### config.mk
export PLATFORM = sky130hd
export DESIGN_NAME = utf8_stream_decoder_top
export DESIGN_NICKNAME = d
export VERILOG_FILES = /design/src/design/u8d_pkg.sv /design/src/design/u8d_decode.sv /design/src/design/utf8_stream_decoder_top.sv
export VERILOG_INCLUDE_DIRS = /design/src /design/src/design
export SDC_FILE = /design/constraint.sdc
export NUM_CORES = 1
export LEC_CHECK = 0
export ABC_AREA = 1
export BUFFER_PORTS_ARGS = -buffer_cell sky130_fd_sc_hd__clkbuf_2
export CAP_MARGIN = 10
export CORE_MARGIN = 5
export CORE_UTILIZATION = 55
export CTS_CLUSTER_SIZE = 16
export DETAILED_ROUTE_END_ITERATION = 7
export PLACE_DENSITY = 0.78
export SLEW_MARGIN = 20
export SYNTH_ARGS = -nofsm -noshare
export SYNTH_HDL_FRONTEND = slang
export SYNTH_SLANG_ARGS = --single-unit
export TNS_END_PERCENT = 1
### constraint.sdc
create_clock -name clock -period 2.75 [get_ports clock]
set_input_delay 0.4125 -clock clock [delete_from_list [all_inputs] [get_ports clock]]
set_output_delay 0.4125 -clock clock [all_outputs]
set_load 0.005 [all_outputs]
### src/design/utf8_stream_decoder_top_assert.svh
// assertion macros for the utf8 stream decoder
`ifndef UTF8_STREAM_DECODER_TOP_ASSERT_SVH
`define UTF8_STREAM_DECODER_TOP_ASSERT_SVH

// condition implies consequence in the same cycle
`define U8D_ASSERT_SAME(label, clk, rst, cond, cons, msg) \
   label: assert property (@(posedge clk) disable iff (rst) (cond) |-> (cons)) \
      else $error(msg);

// condition implies consequence in the next cycle
`define U8D_ASSERT_NEXT(label, clk, rst, cond, cons, msg) \
   label: assert property (@(posedge clk) disable iff (rst) (cond) |=> (cons)) \
      else $error(msg);

`endif

### src/design/u8d_pkg.sv
// shared types and constants of the utf8 stream decoder
`default_nettype none

package u8d_pkg;

   localparam int unsigned BYTE_W  = 8;
   localparam int unsigned CP_W    = 21;
   localparam int unsigned LEN_W   = 3;
   localparam int unsigned HELD_W  = 2;
   localparam int unsigned COUNT_W = 3;

   // sequence lengths; none means no sequence is open
   localparam logic [LEN_W-1:0] LEN_NONE  = 3'd0;
   localparam logic [LEN_W-1:0] LEN_TWO   = 3'd2;
   localparam logic [LEN_W-1:0] LEN_THREE = 3'd3;
   localparam logic [LEN_W-1:0] LEN_FOUR  = 3'd4;

   // lead and continuation byte tags
   localparam logic [1:0] TAG_CONT  = 2'b10;
   localparam logic [2:0] TAG_LEAD2 = 3'b110;
   localparam logic [3:0] TAG_LEAD3 = 4'b1110;
   localparam logic [4:0] TAG_LEAD4 = 5'b11110;

   typedef struct packed {
      logic [BYTE_W-1:0] byte_value;
      logic              end_of_text;
   } req_type;

   typedef struct packed {
      logic [CP_W-1:0] code_point;
      logic            is_invalid;
      logic            last_of_run;
      logic            text_done;
   } rsp_type;

   // results caused by one byte: bad_count invalids, then an optional code point
   typedef struct packed {
      logic [COUNT_W-1:0] bad_count;
      logic               has_cp;
      logic [CP_W-1:0]    cp;
      logic               done;
   } run_type;

endpackage

`default_nettype wire

### src/design/u8d_decode.sv
// sequence state and per-byte decode of the utf8 stream decoder
`default_nettype none

module u8d_decode (
   input  wire logic             clock,
   input  wire logic             reset,
   input  wire logic             in_fire,
   input  wire u8d_pkg::req_type req_data,
   output u8d_pkg::run_type      run
);

   logic [u8d_pkg::LEN_W-1:0]  exp_ff, exp_in;
   logic [u8d_pkg::HELD_W-1:0] held_ff, held_in;
   logic [u8d_pkg::CP_W-1:0]   partial_ff, partial_in;

   logic [u8d_pkg::BYTE_W-1:0] b;
   logic                       last;
   logic                       seq_open;
   logic                       is_cont;
   logic [u8d_pkg::HELD_W-1:0] held_inc;
   logic [u8d_pkg::CP_W-1:0]   partial_ext;
   logic                       complete;
   logic                       lead_ascii;
   logic                       lead_bad;
   logic                       lead_open;
   logic [u8d_pkg::LEN_W-1:0]  lead_len;
   logic [u8d_pkg::CP_W-1:0]   lead_payload;
   logic [u8d_pkg::COUNT_W-1:0] base_bad;

   assign b           = req_data.byte_value;
   assign last        = req_data.end_of_text;
   assign seq_open    = (exp_ff != u8d_pkg::LEN_NONE);
   assign is_cont     = (b[7:6] == u8d_pkg::TAG_CONT);
   assign held_inc    = held_ff + 2'd1;
   assign partial_ext = {partial_ff[u8d_pkg::CP_W-7:0], b[5:0]};
   // a four byte sequence completes when the held count wraps
   assign complete    = ({1'b0, held_inc} == exp_ff) || (held_inc == 2'd0);

   // lead byte classification
   always_comb begin
      lead_ascii = ~b[7];
      if (b[7:5] == u8d_pkg::TAG_LEAD2) begin
         lead_len     = u8d_pkg::LEN_TWO;
         lead_payload = {16'd0, b[4:0]};
      end else if (b[7:4] == u8d_pkg::TAG_LEAD3) begin
         lead_len     = u8d_pkg::LEN_THREE;
         lead_payload = {17'd0, b[3:0]};
      end else if (b[7:3] == u8d_pkg::TAG_LEAD4) begin
         lead_len     = u8d_pkg::LEN_FOUR;
         lead_payload = {18'd0, b[2:0]};
      end else begin
         lead_len     = u8d_pkg::LEN_NONE;
         lead_payload = '0;
      end
      lead_bad  = ~lead_ascii && ((lead_len == u8d_pkg::LEN_NONE) || last);
      lead_open = ~lead_ascii && ~lead_bad;
   end

   // result run and next sequence state
   always_comb begin
      run      = '0;
      run.done = last;
      exp_in     = exp_ff;
      held_in    = held_ff;
      partial_in = partial_ff;
      base_bad   = '0;
      if (seq_open && is_cont) begin
         if (complete) begin
            run.has_cp = 1'b1;
            run.cp     = partial_ext;
            exp_in     = u8d_pkg::LEN_NONE;
            held_in    = '0;
            partial_in = '0;
         end else if (last) begin
            // cut off by end of text: every held byte and the cut-off byte are rejected
            run.bad_count = {1'b0, held_inc};
            exp_in        = u8d_pkg::LEN_NONE;
            held_in       = '0;
            partial_in    = '0;
         end else begin
            held_in    = held_inc;
            partial_in = partial_ext;
         end
      end else begin
         // broken sequence flushes held bytes, then the byte is a new lead
         if (seq_open) begin
            base_bad = {1'b0, held_ff};
         end
         run.bad_count = base_bad + {2'b00, lead_bad};
         run.has_cp    = lead_ascii;
         run.cp        = {13'd0, b};
         if (lead_open) begin
            exp_in     = lead_len;
            held_in    = 2'd1;
            partial_in = lead_payload;
         end else begin
            exp_in     = u8d_pkg::LEN_NONE;
            held_in    = '0;
            partial_in = '0;
         end
      end
      if (last) begin
         exp_in     = u8d_pkg::LEN_NONE;
         held_in    = '0;
         partial_in = '0;
      end
   end

   // sequence state registers
   always_ff @(posedge clock) begin
      if (reset) begin
         exp_ff     <= u8d_pkg::LEN_NONE;
         held_ff    <= '0;
         partial_ff <= '0;
      end else if (in_fire) begin
         exp_ff     <= exp_in;
         held_ff    <= held_in;
         partial_ff <= partial_in;
      end
   end

endmodule

`default_nettype wire

### src/design/utf8_stream_decoder_top.sv
// UTF-8 stream decoder: takes one byte per request and returns code points or
// invalid markers. A byte is decoded in the cycle it is accepted and its
// results are held in a pending register that drives the result port; the
// first result is offered the cycle after acceptance. A byte that causes no
// result or one result does not hold up the next byte, so one byte per cycle
// is sustained while the consumer keeps rsp_ready high. A byte that causes
// n results (up to four, after a broken or cut-off sequence) occupies the
// single result port until its last result leaves, and the next byte is taken
// in the cycle that result leaves. Reset leaves no sequence open.
`default_nettype none

module utf8_stream_decoder_top (
   input  wire logic             clock,
   input  wire logic             reset,
   input  wire logic             req_valid,
   output logic                  req_ready,
   input  wire u8d_pkg::req_type req_data,
   output logic                  rsp_valid,
   input  wire logic             rsp_ready,
   output u8d_pkg::rsp_type      rsp_data
);

   `include "utf8_stream_decoder_top_assert.svh"

   logic [u8d_pkg::COUNT_W-1:0] rem_ff, rem_in;
   logic                        has_cp_ff;
   logic [u8d_pkg::CP_W-1:0]    cp_ff;
   logic                        done_ff;

   u8d_pkg::run_type run;
   logic req_fire;
   logic rsp_fire;
   logic final_one;

   // per-byte decode and sequence state
   u8d_decode u_decode (
      .clock    (clock),
      .reset    (reset),
      .in_fire  (req_fire),
      .req_data (req_data),
      .run      (run)
   );

   // handshakes; a new byte enters as the last pending result leaves
   assign final_one = (rem_ff == 3'd1);
   assign rsp_valid = (rem_ff != '0);
   assign req_ready = (rem_ff == '0) || (rsp_ready && final_one);
   assign req_fire  = req_valid && req_ready;
   assign rsp_fire  = rsp_valid && rsp_ready;

   // current result from the pending run: invalids first, code point last
   always_comb begin
      rsp_data.is_invalid  = ~(final_one && has_cp_ff);
      rsp_data.code_point  = (final_one && has_cp_ff) ? cp_ff : '0;
      rsp_data.last_of_run = final_one;
      rsp_data.text_done   = final_one && done_ff;
   end

   // pending result count
   always_comb begin
      rem_in = rem_ff;
      if (req_fire) begin
         rem_in = run.bad_count + {2'b00, run.has_cp};
      end else if (rsp_fire) begin
         rem_in = rem_ff - 3'd1;
      end
   end

   always_ff @(posedge clock) begin
      if (reset) begin
         rem_ff <= '0;
      end else begin
         rem_ff <= rem_in;
      end
   end

   // pending run payload
   always_ff @(posedge clock) begin
      if (req_fire) begin
         has_cp_ff <= run.has_cp;
         cp_ff     <= run.cp;
         done_ff   <= run.done;
      end
   end

   // checks
   `U8D_ASSERT_SAME(a_accept_only_on_drain, clock, reset,
      req_fire && (rem_ff != '0), rsp_ready && final_one,
      "byte accepted while results still pending")
   `U8D_ASSERT_SAME(a_done_on_last, clock, reset,
      rsp_valid && rsp_data.text_done, rsp_data.last_of_run,
      "text done flagged on a result that is not last of its run")
   `U8D_ASSERT_SAME(a_invalid_zero_cp, clock, reset,
      rsp_valid && rsp_data.is_invalid, rsp_data.code_point == '0,
      "invalid result carries a code point")
   `U8D_ASSERT_NEXT(a_end_gives_result, clock, reset,
      req_fire && req_data.end_of_text, rsp_valid,
      "end of text byte produced no result")

endmodule

`default_nettype wire

Yosys cells after proc, flatten, opt, wreduce, memory -nomap -nowiden --
Cells that the tools add are included.
Storage, ports and cells: register bits 46, output and inout bits 26, logic and storage cells 68
Cells by class: $add $sub $neg 4, eq/ne operators 7, muxes and demuxes 27, bitwise logic cells 3, reduce and logical (&&, ||, !) cells 19
Operator list (number):
- $mux W15 | 5
- $mux W3 | 12
- $mux W25 | 1
- $mux W22 | 1
- $mux W21 | 1
- $mux W2 | 5
- $logic_and A1 B1 Y1 | 8
- $add A3 B1 Y3 | 2
- $logic_not A3 Y1 | 2
- $reduce_bool A3 Y1 | 2
- $eq A5 B5 Y1 const B | 1
- $eq A4 B4 Y1 const B | 1
- $mux W4 | 1
- $reduce_and A2 Y1 | 2
- $eq A2 B3 Y1 | 1
- $eq A3 B1 Y1 const B | 1
- $eq A3 B3 Y1 const B | 1
- $logic_or A1 B1 Y1 | 3
- $ne A3 B2 Y1 const B | 1
- $not A1 Y1 | 3
- $sub A3 B1 Y3 const B | 1
- $add A2 B1 Y2 const B | 1
- $eq A2 B2 Y1 const B | 1
- $logic_not A2 Y1 | 1
- 2 further kinds | 2

Logic depth before layout (Yosys ltp) --
Gate-level depths: netlist of run 1.
word-level depth 12, gate-level depth with buffers 16, gate-level depth less buffers 16

Hierarchy --
A second synthesis of run 1 with hierarchy kept.
Second synthesis, totals: cell total of the unflattened synthesis 308, area, all modules 2492.4 µm²
By module, submodules not included:
- u8d_decode | instances 1, cells each 193, area each 1285.0 µm², seq. area each 400.4 µm²
- utf8_stream_decoder_top | instances 1, cells each 115, area each 1207.4 µm², seq. area each 750.7 µm²

Least setup slack after synthesis of run 1 --
Ideal clock, no wire load.
path kind register to register, start register u_decode.held_ff[0] (netlist name), end register rem_ff[2] (netlist name), library setup time 0.071 ns, arrival time 2.143 ns, required time 2.679 ns, setup slack 0.536 ns, stages on the path, launching flop included 14, path buffers 1, clock period less this slack 2.214 ns, path through dfxtp_1 ha_1 o21a_1 nand2_2 nand2_1 nand2_2 buf_4 nand2_1 ha_1 ha_1 nand3b_1 nand3_1 nand2_1 a21oi_1
RTL lines:
- start, declared | line u8d_decode.sv:13 | logic [u8d_pkg::HELD_W-1:0] held_ff, held_in;
- start signal, assigned | line u8d_decode.sv:117 | held_ff <= held_in;
- end signal, assigned | line utf8_stream_decoder_top.sv:73 | rem_ff <= rem_in;
- end, declared | line utf8_stream_decoder_top.sv:25 | logic [u8d_pkg::COUNT_W-1:0] rem_ff, rem_in;

Worst setup path after layout of run 1 --
start register u_decode.held_ff[0] (netlist name), end register rem_ff[2] (netlist name)
On the way: word-level cells in the longest chain between the ends 7
Ends and longest elaborated chain:
- $add A2 B1 Y2 | line u8d_decode.sv:34 | assign held_inc = held_ff + 2'd1;
- $eq A2 B3 Y1 / $logic_not A2 Y1 (equally long branches) | line u8d_decode.sv:37 | assign complete = ({1'b0, held_inc} == exp_ff) || (held_inc == 2'd0);
- $logic_or A1 B1 Y1 | line u8d_decode.sv:37
- $mux W3 / $mux W22 (equally long branches) | line u8d_decode.sv:68 | if (complete) begin
- $mux W25 (*) | line u8d_decode.sv:67 | if (seq_open && is_cont) begin
- $add A3 B1 Y3 (*) | line utf8_stream_decoder_top.sv:63 | rem_in = run.bad_count + {2'b00, run.has_cp};
- $mux W3 (*) | line utf8_stream_decoder_top.sv:62 | if (req_fire) begin
Every way passes the cells marked *; elsewhere a longest branch is shown, timed or not. The select of a mux whose other input is x is not followed. A chain may end at the register's enable or synchronous reset.

==> reports/qor.yml, run 1 <==
syn_inst: 305
slowest_delay_ps: 370
cp_top_family: "simple AND/OR/NAND/NOR gates"
grt_usage_pct: 17.0
hpwl_um: 3590
clockPowerShare_pct: 23.4
cts_resized: 0
layout_common_cells: "inv_1, nand2_1, nor2_1"
rsz0062_at_grt: "false"
synth_seq_cells: 46
muxShareOfSynthArea_pct: 0
crit_chain: "ha_1, o21a_1, nand2_2, nand3_1, nand2_1, nor3b_1, ha_1, ha_1, nand3b_1, nand3_1, nand2_1, a21oi_1"
power.density_mw_per_mm2: 762
routabilityCongestion: 0.880
drt_wl_total_um: 4830
synth_warnings: 0
grt_pass1_wl_um: 8300
worst_setup_path_end_kind: "flop"
numCtsBuffers: 5
drive_gt1_share_pct: 24.4
io_pins: 39
start_kind: "flop"
yosys.area_share.simple_pct: 26.8
p_switching_w: 0.000727
synth_nets: 326
seq_area_frac_synth_pct: 46.9
port_buffers: 38
row_count: 24
synthesis.area_mm2: 0.00246
fin_cells: 396
fin_skew_ps: 5.77
setup_ws_ps: 472
finalHoldViolCount: 0
ir_drop_uv: 457
clock-sinks: 46
max_freq_mhz: 439
syn_area_per_cell_um2: 8.05
crit_slowest_cell: "ha_1"
final_common_cell: "inv_1"
dp_slack_ps: 293
nets: 364
reg2reg_depth: 12
hold_path.class: "in2reg"
placed_cells: 388
final.period_utilization_pct: 82.8
synth_compound_area_share_pct: 8.97
drv_slew: 0
ctsHoldBuffers: 0
ant_nets: 0
die_w_um: 76.8
hold_end: "cp_ff[4]"
final_util_pct: 64.1
cts_tree: "built"
setup_violations: 0
syn2layout_area_growth_pct: 13.6
clock_latency_ps: 300
netSwitchingFraction_pct: 34.2
initial_utilization_pct: 56.4
leakage_nw: 1.28
grt_pass1_vias: 1834
p_seq_share_pct: 43.8
coreArea_mm2: 0.00435
antenna_found_initial: 0
r2r_start: "u_decode.held_ff[0]"
outcome: "finished clean"
crit_top_cell: "ha_1"
synth_cell_types: 32
cts-root-buf: "clkbuf_8"
grt.overflow.total: 0
clk_pin_slew_ps: 80
synth_top_family_by_area: "simple AND/OR/NAND/NOR gates"
whs_ps: 398
synthArstFlopShare_pct: 0
p_int_w: 0.00140
relSlewSlack_pct: 55.4
antennaDiodeCount: 0
setup_tns_ps: 0
ctsLongestPathBuffers: 2
path_class: "reg2reg"
synth_edf_count: 23
dieArea_mm2: 0.00590
die_h_um: 76.8
drv_cap: 0
grt_max_degree: 23
synth_fa_ha_area_share_pct: 4.08
critPathMaxFanout: 5
htree_levels: 2
ys.flop_type: "edfxtp_1"
viasPerCell: 4.92
worst-r2r-setup-slack_ps: 470
drt-pass1-iter-count: 4
tightest_slew_ps: 667
vias: 1948
finalCriticalPeriod_ps: 2280
drtIter0Drc: 133
holdCritStartpoint: "req_data[5]"
cp_num_buf_inv: 0
p_comb_share_pct: 32.8
critical_path_required_ps: 2910
postCtsSetupBuffers: 0
worstPathArrival_ps: 2440
drc: 0
holdPathStages: 3
routedWlPerCell_um: 12.2
r2r-end: "rem_ff[2]"
synthXorXnorAreaFrac_pct: 0.357
[logic make-up after synthesis]
family	after synthesis
and+or+nand+nor	141
buffers and inverters	76
DFF	46
AOI/OAI and AO/OA	33
adders and majority gates	8
xor gates and xnor gates	1
[power by group through the flow]
stage / registers [W] / clock network [W] / logic (W)
floorplan: 0.000934 / 0 / 0.000501
global placement: 0.000941 / 0 / 0.000686
detailed placement: 0.000948 / 0 / 0.000705
CTS: 0.000931 / 0.000508 / 0.000709
global route: 0.000943 / 0.000543 / 0.000795
finish: 0.000930 / 0.000497 / 0.000698
[tightest hold or removal path, delay by kind of cell]
family,cells,cell delay [ps]
buf+inv,2,130
simple gates,1,50
[per-stage QoR]
step | total power, W | area [µm²]
after floorplan | 0.00143 | 2460
final | 0.00213 | 2790
after CTS | 0.00215 | 2790
after global placement | 0.00163 | 2680
after global routing | 0.00228 | 2790
after detailed placement | 0.00165 | 2680
[synth_stat cells, types with 2 or more instances]
master | number | share of area [%]
nand2_1 | 52 | 7.9
nor2_4 | 2 | 0.92
a21oi_1 | 12 | 2.4
a21oi_2 | 10 | 3.6
o21ai_0 | 7 | 1.4
edfxtp_1 | 23 | 28
clkbuf_1 | 4 | 0.61
ha_1 | 8 | 4.1
nand4_1 | 2 | 0.51
buf_4 | 3 | 0.92
nand3_1 | 14 | 2.9
nor2_1 | 49 | 7.5
dfxtp_1 | 23 | 19
nand2_2 | 16 | 4.1
inv_1 | 63 | 9.6
[final cells by class]
cell class,count,area [µm²]
clock buffer,5,68.8
clock inverter,3,43.8
fill,393,1560
inverter,66,249
multi-input combinational,183,987
sequential,46,1150
tap,52,65.1
timing repair buffer,41,225
[worst max path at each step]
stage	endpoint	cells past startpoint	slack, ps	startpoint
detailed placement	rem_ff[2]	14	290	req_data[0]
CTS	rsp_data[15]	7	460	rem_ff[1]
floorplan	rem_ff[2]	13	540	u_decode.held_ff[0]
global placement	rem_ff[2]	14	430	req_data[0]
finish	rem_ff[2]	12	470	u_decode.held_ff[0]
global route	rsp_data[17]	7	250	rem_ff[1]
[registers in the layout, indices dropped and copies added (netlist names)]
name / flops
cp_ff: 21
done_ff: 1
has_cp_ff: 1
rem_ff: 3
u_decode.exp_ff: 3
u_decode.held_ff: 2
u_decode.partial_ff: 15
[routing by layer]
metal | track usage (%) | vias to the layer above | routed length, µm
met5 | 0 | - | 0
met4 | 5.07 | 0 | 56
met3 | 4.68 | 7 | 295
met2 | 28.7 | 45 | 2370
met1 | 21.2 | 889 | 2110
li1 | - | 1007 | -
Note: power is estimated with default switching activity, not from simulation.
==> run 2, diff against run 1 <==
--- a/config.mk
+++ b/config.mk
@@ -6,14 +6,14 @@
 export SDC_FILE = /design/constraint.sdc
 export NUM_CORES = 1
 export LEC_CHECK = 0
-export ABC_AREA = 1
+export ABC_AREA = 0
 export BUFFER_PORTS_ARGS = -buffer_cell sky130_fd_sc_hd__clkbuf_2
 export CAP_MARGIN = 10
 export CORE_MARGIN = 5
-export CORE_UTILIZATION = 55
+export CORE_UTILIZATION = 50
 export CTS_CLUSTER_SIZE = 16
 export DETAILED_ROUTE_END_ITERATION = 7
-export PLACE_DENSITY = 0.78
+export PLACE_DENSITY = 0.75
 export SLEW_MARGIN = 20
 export SYNTH_ARGS = -nofsm -noshare
 export SYNTH_HDL_FRONTEND = slang
==> constraint.sdc (replaced) <==
create_clock -name clock -period 2.05 [get_ports clock]
set_input_delay 0.3075 -clock clock [delete_from_list [all_inputs] [get_ports clock]]
set_output_delay 0.3075 -clock clock [all_outputs]
set_load 0.005 [all_outputs]
==> run 2 against run 1 <==
  * The flow now finishes with violations (negative setup slack)
  * Cell count fell by 21%
  * Sequential cell count did not move
  * Sequential share of layout area rose by 0.11 points
  * Combinational power rose by 32%
  * Synthesized cell count fell by 34%
  * Maximum frequency rose by 3.2%
  * Clock power rose by 32%
  * Critical path depth fell by 3
  * Critical path type unchanged
  * Synthesized area fell by 8.6%
  * Sequential power rose by 37%
  * Die area rose by 0.46%
  * Largest cell class unchanged
==> reports/qor.yml, run 2 <==
setup_tns_ps: -253  # -253 ps
cts_tree: "built"
placed_cells: 305  # -21%
synthesis.area_mm2: 0.00224  # -8.6%
grt_pass1_wl_um: 8100  # -2.4%
coreArea_mm2: 0.00435  # unchanged
ctsLongestPathBuffers: 2  # unchanged
final_common_cell: "clkbuf_2"
syn_area_per_cell_um2: 11.2  # +39%
ant_nets: 0  # unchanged
worst-r2r-setup-slack_ps: -160  # -630 ps
leakage_nw: 1.31  # +2.0%
setup_ws_ps: -157  # -629 ps
clk_pin_slew_ps: 80  # about the same
port_buffers: 38  # unchanged
outcome: "complete, but fails checks"
synth_top_area_share_pct: 30.8  # +2.6 points
rsz0062_at_grt: "true"
grt.overflow.total: 0  # unchanged
clock-sinks: 46  # unchanged
ctsHoldBuffers: 0  # unchanged
drv_cap: 0  # unchanged
power.density_mw_per_mm2: 1020  # +33%
viasPerCell: 5.55  # +13%
final_util_pct: 64.2  # +0.11 points
seqCellArea_mm2: 0.00116  # +0.44%
grt_pass1_vias: 1635  # -11%
drv_slew: 0  # unchanged
multi_input_area_mm2: 0.00103  # +4.7%
violations: "negative setup slack"
finalCriticalPeriod_ps: 2210  # -70.9 ps
hold_path.class: "in2reg"
fin_skew_ps: 5.71  # -0.0563 ps
grt_usage_pct: 17.0  # about the same
cts-root-buf: "clkbuf_8"
drc: 0  # unchanged
max_freq_mhz: 453  # +3.2%
syn_inst: 200  # -34%
synth_common_cells: "and3_1, dfxtp_1, edfxtp_1, nand2_1, a22o_1"
drt-pass1-iter-count: 5  # +1
numCtsBuffers: 5  # unchanged
relSlewSlack_pct: 65.9  # +11 points
ir_drop_uv: 422  # -7.7%
dpl_cell_area_mm2: 0.00267  # -0.23%
routedWlPerCell_um: 15.7  # +29%
die_h_um: 77  # +0.23%
setup_violations: 2  # +2
antennaDiodeCount: 0  # unchanged
worstPathArrival_ps: 2390  # -50 ps
path_class: "reg2reg"
htree_levels: 2  # unchanged
grt_max_degree: 26  # +13%
critical_path_required_ps: 2230  # -680 ps
row_count: 24  # unchanged
drt_wl_total_um: 4920  # +1.7%
clock_latency_ps: 300  # about the same
fin_cells: 313  # -21%
dp_slack_ps: -224  # -517 ps
synth_edf_count: 23  # unchanged
drtIter0Drc: 150  # +13%
critPathMaxFanout: 3  # -2
routabilityCongestion: 0.965  # +9.7%
synth_top_cell_by_area: "edfxtp_1"
initial_utilization_pct: 51.6  # -4.9 points
dieArea_mm2: 0.00593  # +0.46%
stdcell_area_mm2: 0.00280  # +0.18%
ys.flop_type: "edfxtp_1"
syn2layout_area_growth_pct: 24.5
synth_nets: 221  # -32%
die_w_um: 77  # +0.23%
synth_cell_types: 51  # +59%
layout_common_cells: "clkbuf_2, and3_1, buf_4"
postCtsSetupBuffers: 0  # unchanged
synth_seq_cells: 46  # unchanged
seq_area_frac_synth_pct: 51.3  # +4.4 points
regMostFlops: "cp_ff"
hpwl_um: 3740  # +4.0%
drive_gt1_share_pct: 34.5  # +10 points
start_kind: "flop"
nets: 281  # -23%
antenna_found_initial: 0  # unchanged
synth_warnings: 0  # unchanged
n_fill_cell: 351  # -11%
finalHoldViolCount: 0  # unchanged
synthTopCellsByArea: "edfxtp_1, dfxtp_1, and3_1"
worst_setup_path_end_kind: "flop"
final.period_utilization_pct: 108  # +25 points
largest_reg_flops: 21  # unchanged
synth_most_common_cell: "and3_1"
tightest_slew_ps: 511  # -156 ps
vias: 1737  # -11%
synthArstFlopShare_pct: 0  # unchanged
reg_top3: "cp_ff (21), u_decode.partial_ff (15)"
io_pins: 39  # unchanged
-- run 2: cell types whose count changed in the layout (fill, tap and decap cells not counted), moves of 15 or more --
cell	previous run	this run
and3_1	0	35
nor2_1	49	2
nand2_2	16	1
nand2_1	52	12
inv_1	63	10
buf_4	2	27
-- run 2: logic make-up after synthesis --
family / Yosys count / synth area share [%]
flops: 46 / 51.3
compound gates: 42 / 15.8
xor+xnor: 3 / 1.17
buf+inv: 22 / 4.68
simple gates: 77 / 21.7
mux: 2 / 0.892
fa+ha+maj: 8 / 4.46
-- run 2: power breakdown --
part / total, W / internal (W) / switching (W)
sequential: 0.00127 / 0.00119 / 0.0000828
combinational: 0.000918 / 0.000392 / 0.000527
clock: 0.000655 / 0.000363 / 0.000292
-- run 2: final timing paths --
| check | from | to | cells past startpoint |
|---|---|---|---|
| hold reg to reg | rem_ff[1] | rem_ff[1] | 2 |
| setup reg to reg | u_decode.held_ff[1] | rem_ff[2] | 9 |
| hold / removal | req_data[3] | u_decode.partial_ff[2] | 2 |
| setup / recovery | u_decode.held_ff[1] | rem_ff[2] | 9 |
-- run 2: layout make-up --
type                       count  area share [%]
tap                           52            2.33
clock buffer                   6            2.60
clock inverter                 2            1.34
multi-input combinational    132            37.0
inverter                      10            1.34
sequential                    46            41.4
timing repair buffer          65            14.1
-- run 2: per-stage QoR --
| step | power, W | hold WS, ps |
|---|---|---|
| 2_1_floorplan | 0.00186 | 406 |
| 3_3_place_gp | 0.00216 | 449 |
| 3_5_place_dp | 0.00220 | 455 |
| 4_1_cts | 0.00285 | 284 |
| 5_1_grt | 0.00301 | 292 |
| 6_report | 0.00284 | 283 |
-- run 2: critical path: stages (launching register included) --
cell and delay (ps):
dfxtp_2 340, ha_4 260, xor2_4 150, o31a_1 330, nand2_2 90, o31ai_2 60
ha_1 180, ha_1 190, xor2_1 160, a2111oi_1 340
-- run 2: per-layer routing --
metal / vias up / track usage, % / routed length (µm)
met5: - / 0 / 0
met3: 10 / 3.51 / 334
met4: 0 / 7.90 / 107
li1: 867 / - / -
met1: 806 / 22.6 / 2160
met2: 54 / 26.6 / 2320
-- run 2: what timing repair did --
action / CTS / global route
resized for setup: 1 / 4
pin swaps: 0 / 1
setup endpoints to repair: 2 / 3
==> run 3, diff against run 2 <==
--- a/config.mk
+++ b/config.mk
@@ -13,9 +13,8 @@
 export CORE_UTILIZATION = 50
 export CTS_CLUSTER_SIZE = 16
 export DETAILED_ROUTE_END_ITERATION = 7
-export PLACE_DENSITY = 0.75
+export PLACE_DENSITY_LB_ADDON = 0.2
 export SLEW_MARGIN = 20
 export SYNTH_ARGS = -nofsm -noshare
 export SYNTH_HDL_FRONTEND = slang
 export SYNTH_SLANG_ARGS = --single-unit
-export TNS_END_PERCENT = 1
==> run 3 against run 2 <==
  * The flow still finishes with violations (negative setup slack)
  * Sequential share of layout area is 0.55 points lower
  * Combinational power is 2% higher
  * Clock skew about the same
  * Die area unchanged
  * Cell count is 0.64% higher
  * Sequential power about the same
  * Largest cell class unchanged
==> reports/qor.yml, run 3 (same netlist as run 2, synthesis figures left out) <==
nets: 283  # +0.71%
fin_skew_ps: 6.00  # +0.293 ps
worst_setup_path_end_kind: "flop"
regMostFlops: "cp_ff"
die_w_um: 77  # unchanged
max_freq_mhz: 460  # +1.5%
syn2layout_area_growth_pct: 26.2
p_comb_share_pct: 32.5  # +0.2 points
whs_ps: 277  # -5.39 ps
clock_latency_ps: 300  # about the same
p_int_w: 0.00196  # +0.83%
vias: 1722  # -0.86%
power.density_mw_per_mm2: 1010  # -0.18%
finalPower_w: 0.00287  # +1.2%
cts-root-buf: "clkbuf_8"
leakage_nw: 1.32  # +1.1%
ctsHoldBuffers: 0  # unchanged
clockPowerShare_pct: 23.4  # +0.3 points
setup_ws_ps: -124  # +33.1 ps
antenna_found_initial: 0  # unchanged
numCtsBuffers: 5  # unchanged
setup_tns_ps: -219  # +33.9 ps
ctsLongestPathBuffers: 2  # unchanged
dp_slack_ps: -194  # +29.7 ps
drc: 0  # unchanged
routedWlPerCell_um: 15.2  # -2.9%
routabilityCongestion: 0.895  # -7.3%
n_fill_cell: 366  # +4.3%
netSwitchingFraction_pct: 31.9  # +0.22 points
layout_common_cells: "clkbuf_2, and3_1, buf_4"
path_class: "reg2reg"
clock-sinks: 46  # unchanged
drt_wl_total_um: 4800  # -2.3%
drtIter0Drc: 128  # -15%
final_common_cell: "clkbuf_2"
hpwl_um: 3620  # -3.2%
drt-pass1-iter-count: 4  # -1
row_count: 24  # unchanged
stdcell_area_mm2: 0.00283  # +1.3%
dieArea_mm2: 0.00593  # unchanged
worstPathArrival_ps: 2370  # -20 ps
final.period_utilization_pct: 106  # -1.6 points
tightest_slew_ps: 486  # -25.3 ps
antennaDiodeCount: 0  # unchanged
relSlewSlack_pct: 67.6  # +1.7 points
start_kind: "flop"
p_seq_share_pct: 44.1  # -0.5 points
die_h_um: 77  # unchanged
viasPerCell: 5.47  # -1.5%
htree_levels: 2  # unchanged
drv_slew: 0  # unchanged
drive_gt1_share_pct: 36.5  # +2.0 points
clk_pin_slew_ps: 80  # about the same
hold_path.class: "in2reg"
ir_drop_uv: 492  # +17%
coreArea_mm2: 0.00435  # unchanged
outcome: "complete, but fails checks"
cts_tree: "built"
rsz0062_at_grt: "true"
finalHoldViolCount: 0  # unchanged
finalCriticalPeriod_ps: 2170  # -33.1 ps
grt_usage_pct: 16.9  # -0.18 points
setup_violations: 2  # unchanged
port_buffers: 38  # unchanged
ant_nets: 0  # unchanged
drv_cap: 0  # unchanged
critical_path_required_ps: 2240  # about the same
dpl_cell_area_mm2: 0.00269  # +0.56%
io_pins: 39  # unchanged
violations: "negative setup slack"
critPathMaxFanout: 3  # unchanged
grt_pass1_vias: 1628  # -0.43%
grt.overflow.total: 0  # unchanged
largest_reg_flops: 21  # unchanged
reg_top3: "cp_ff (21), u_decode.partial_ff (15)"
grt_pass1_wl_um: 8010  # -1.1%
grt_max_degree: 26  # unchanged
p_switching_w: 0.000918  # +1.9%
initial_utilization_pct: 51.6  # unchanged
-- run 3: cell count changes in the layout (fill, tap and decap cells not counted), sizes merged --
cell	previous run	this run
inv	10	11
clkbuf	44	43
clkinv	0	1
buf	27	29
clkinvlp	1	0
-- run 3: layout make-up --
| cell class | count | area [µm²] | area share (%) |
|---|---|---|---|
| sequential | 46 | 1160 | 40.8 |
| multi-input combinational | 132 | 1050 | 37.2 |
| timing repair buffer | 67 | 408 | 14.4 |
| clock buffer | 5 | 68.8 | 2.43 |
| tap | 52 | 65.1 | 2.30 |
| clock inverter | 3 | 43.8 | 1.55 |
| inverter | 10 | 37.5 | 1.33 |
-- run 3: final timing paths --
path                        from                      to  slack [ps]  cells after the start
max          u_decode.held_ff[1]               rem_ff[2]        -120                      9
max reg2reg  u_decode.held_ff[1]               rem_ff[2]        -120                      9
min                  req_data[2]  u_decode.partial_ff[1]         280                      2
min reg2reg            rem_ff[1]               rem_ff[1]         470                      2
-- run 3: critical path, cell delays in order (launching register included) --
cell and delay [ps]:
dfxtp_2 340, ha_4 260, xor2_4 150, o31a_1 330, nand2_2 90, o31ai_2 60
ha_2 200, ha_4 150, xor2_1 160, a2111oi_2 330
-- run 3: power by group through the flow --
stage | registers (W) | clock network (W) | logic [W]
floorplan | 0.00125 | 0 | 0.000609
global placement | 0.00128 | 0 | 0.000896
detailed placement | 0.00129 | 0 | 0.000911
CTS | 0.00127 | 0.000690 | 0.000923
global route | 0.00129 | 0.000734 | 0.00103
finish | 0.00127 | 0.000674 | 0.000934
-- run 3: repair_timing --
action,in CTS,in global routing
gates resized for setup,5,3
setup endpoints to repair,2,3
pin swaps,2,2
setup buffers,0,0
-- run 3: per-layer routing --
metal  vias up  GRT usage (%)  wire length (µm)  share of wire (%)
met1       789           25.0              2400                 50
met4         0           5.15                64                1.3
met2        55           24.1              2040                 43
met3         5           4.22               295                6.1
li1        873              -                 -                  -
met5         -              0                 0                  0
-- run 3: metrics by stage --
step                      utilization (%)  instances
after floorplan                         -        200
after global placement               61.7        307
after detailed placement             61.7        307
after CTS                            64.9        315
after global routing                 65.1        315
final                                65.1        315
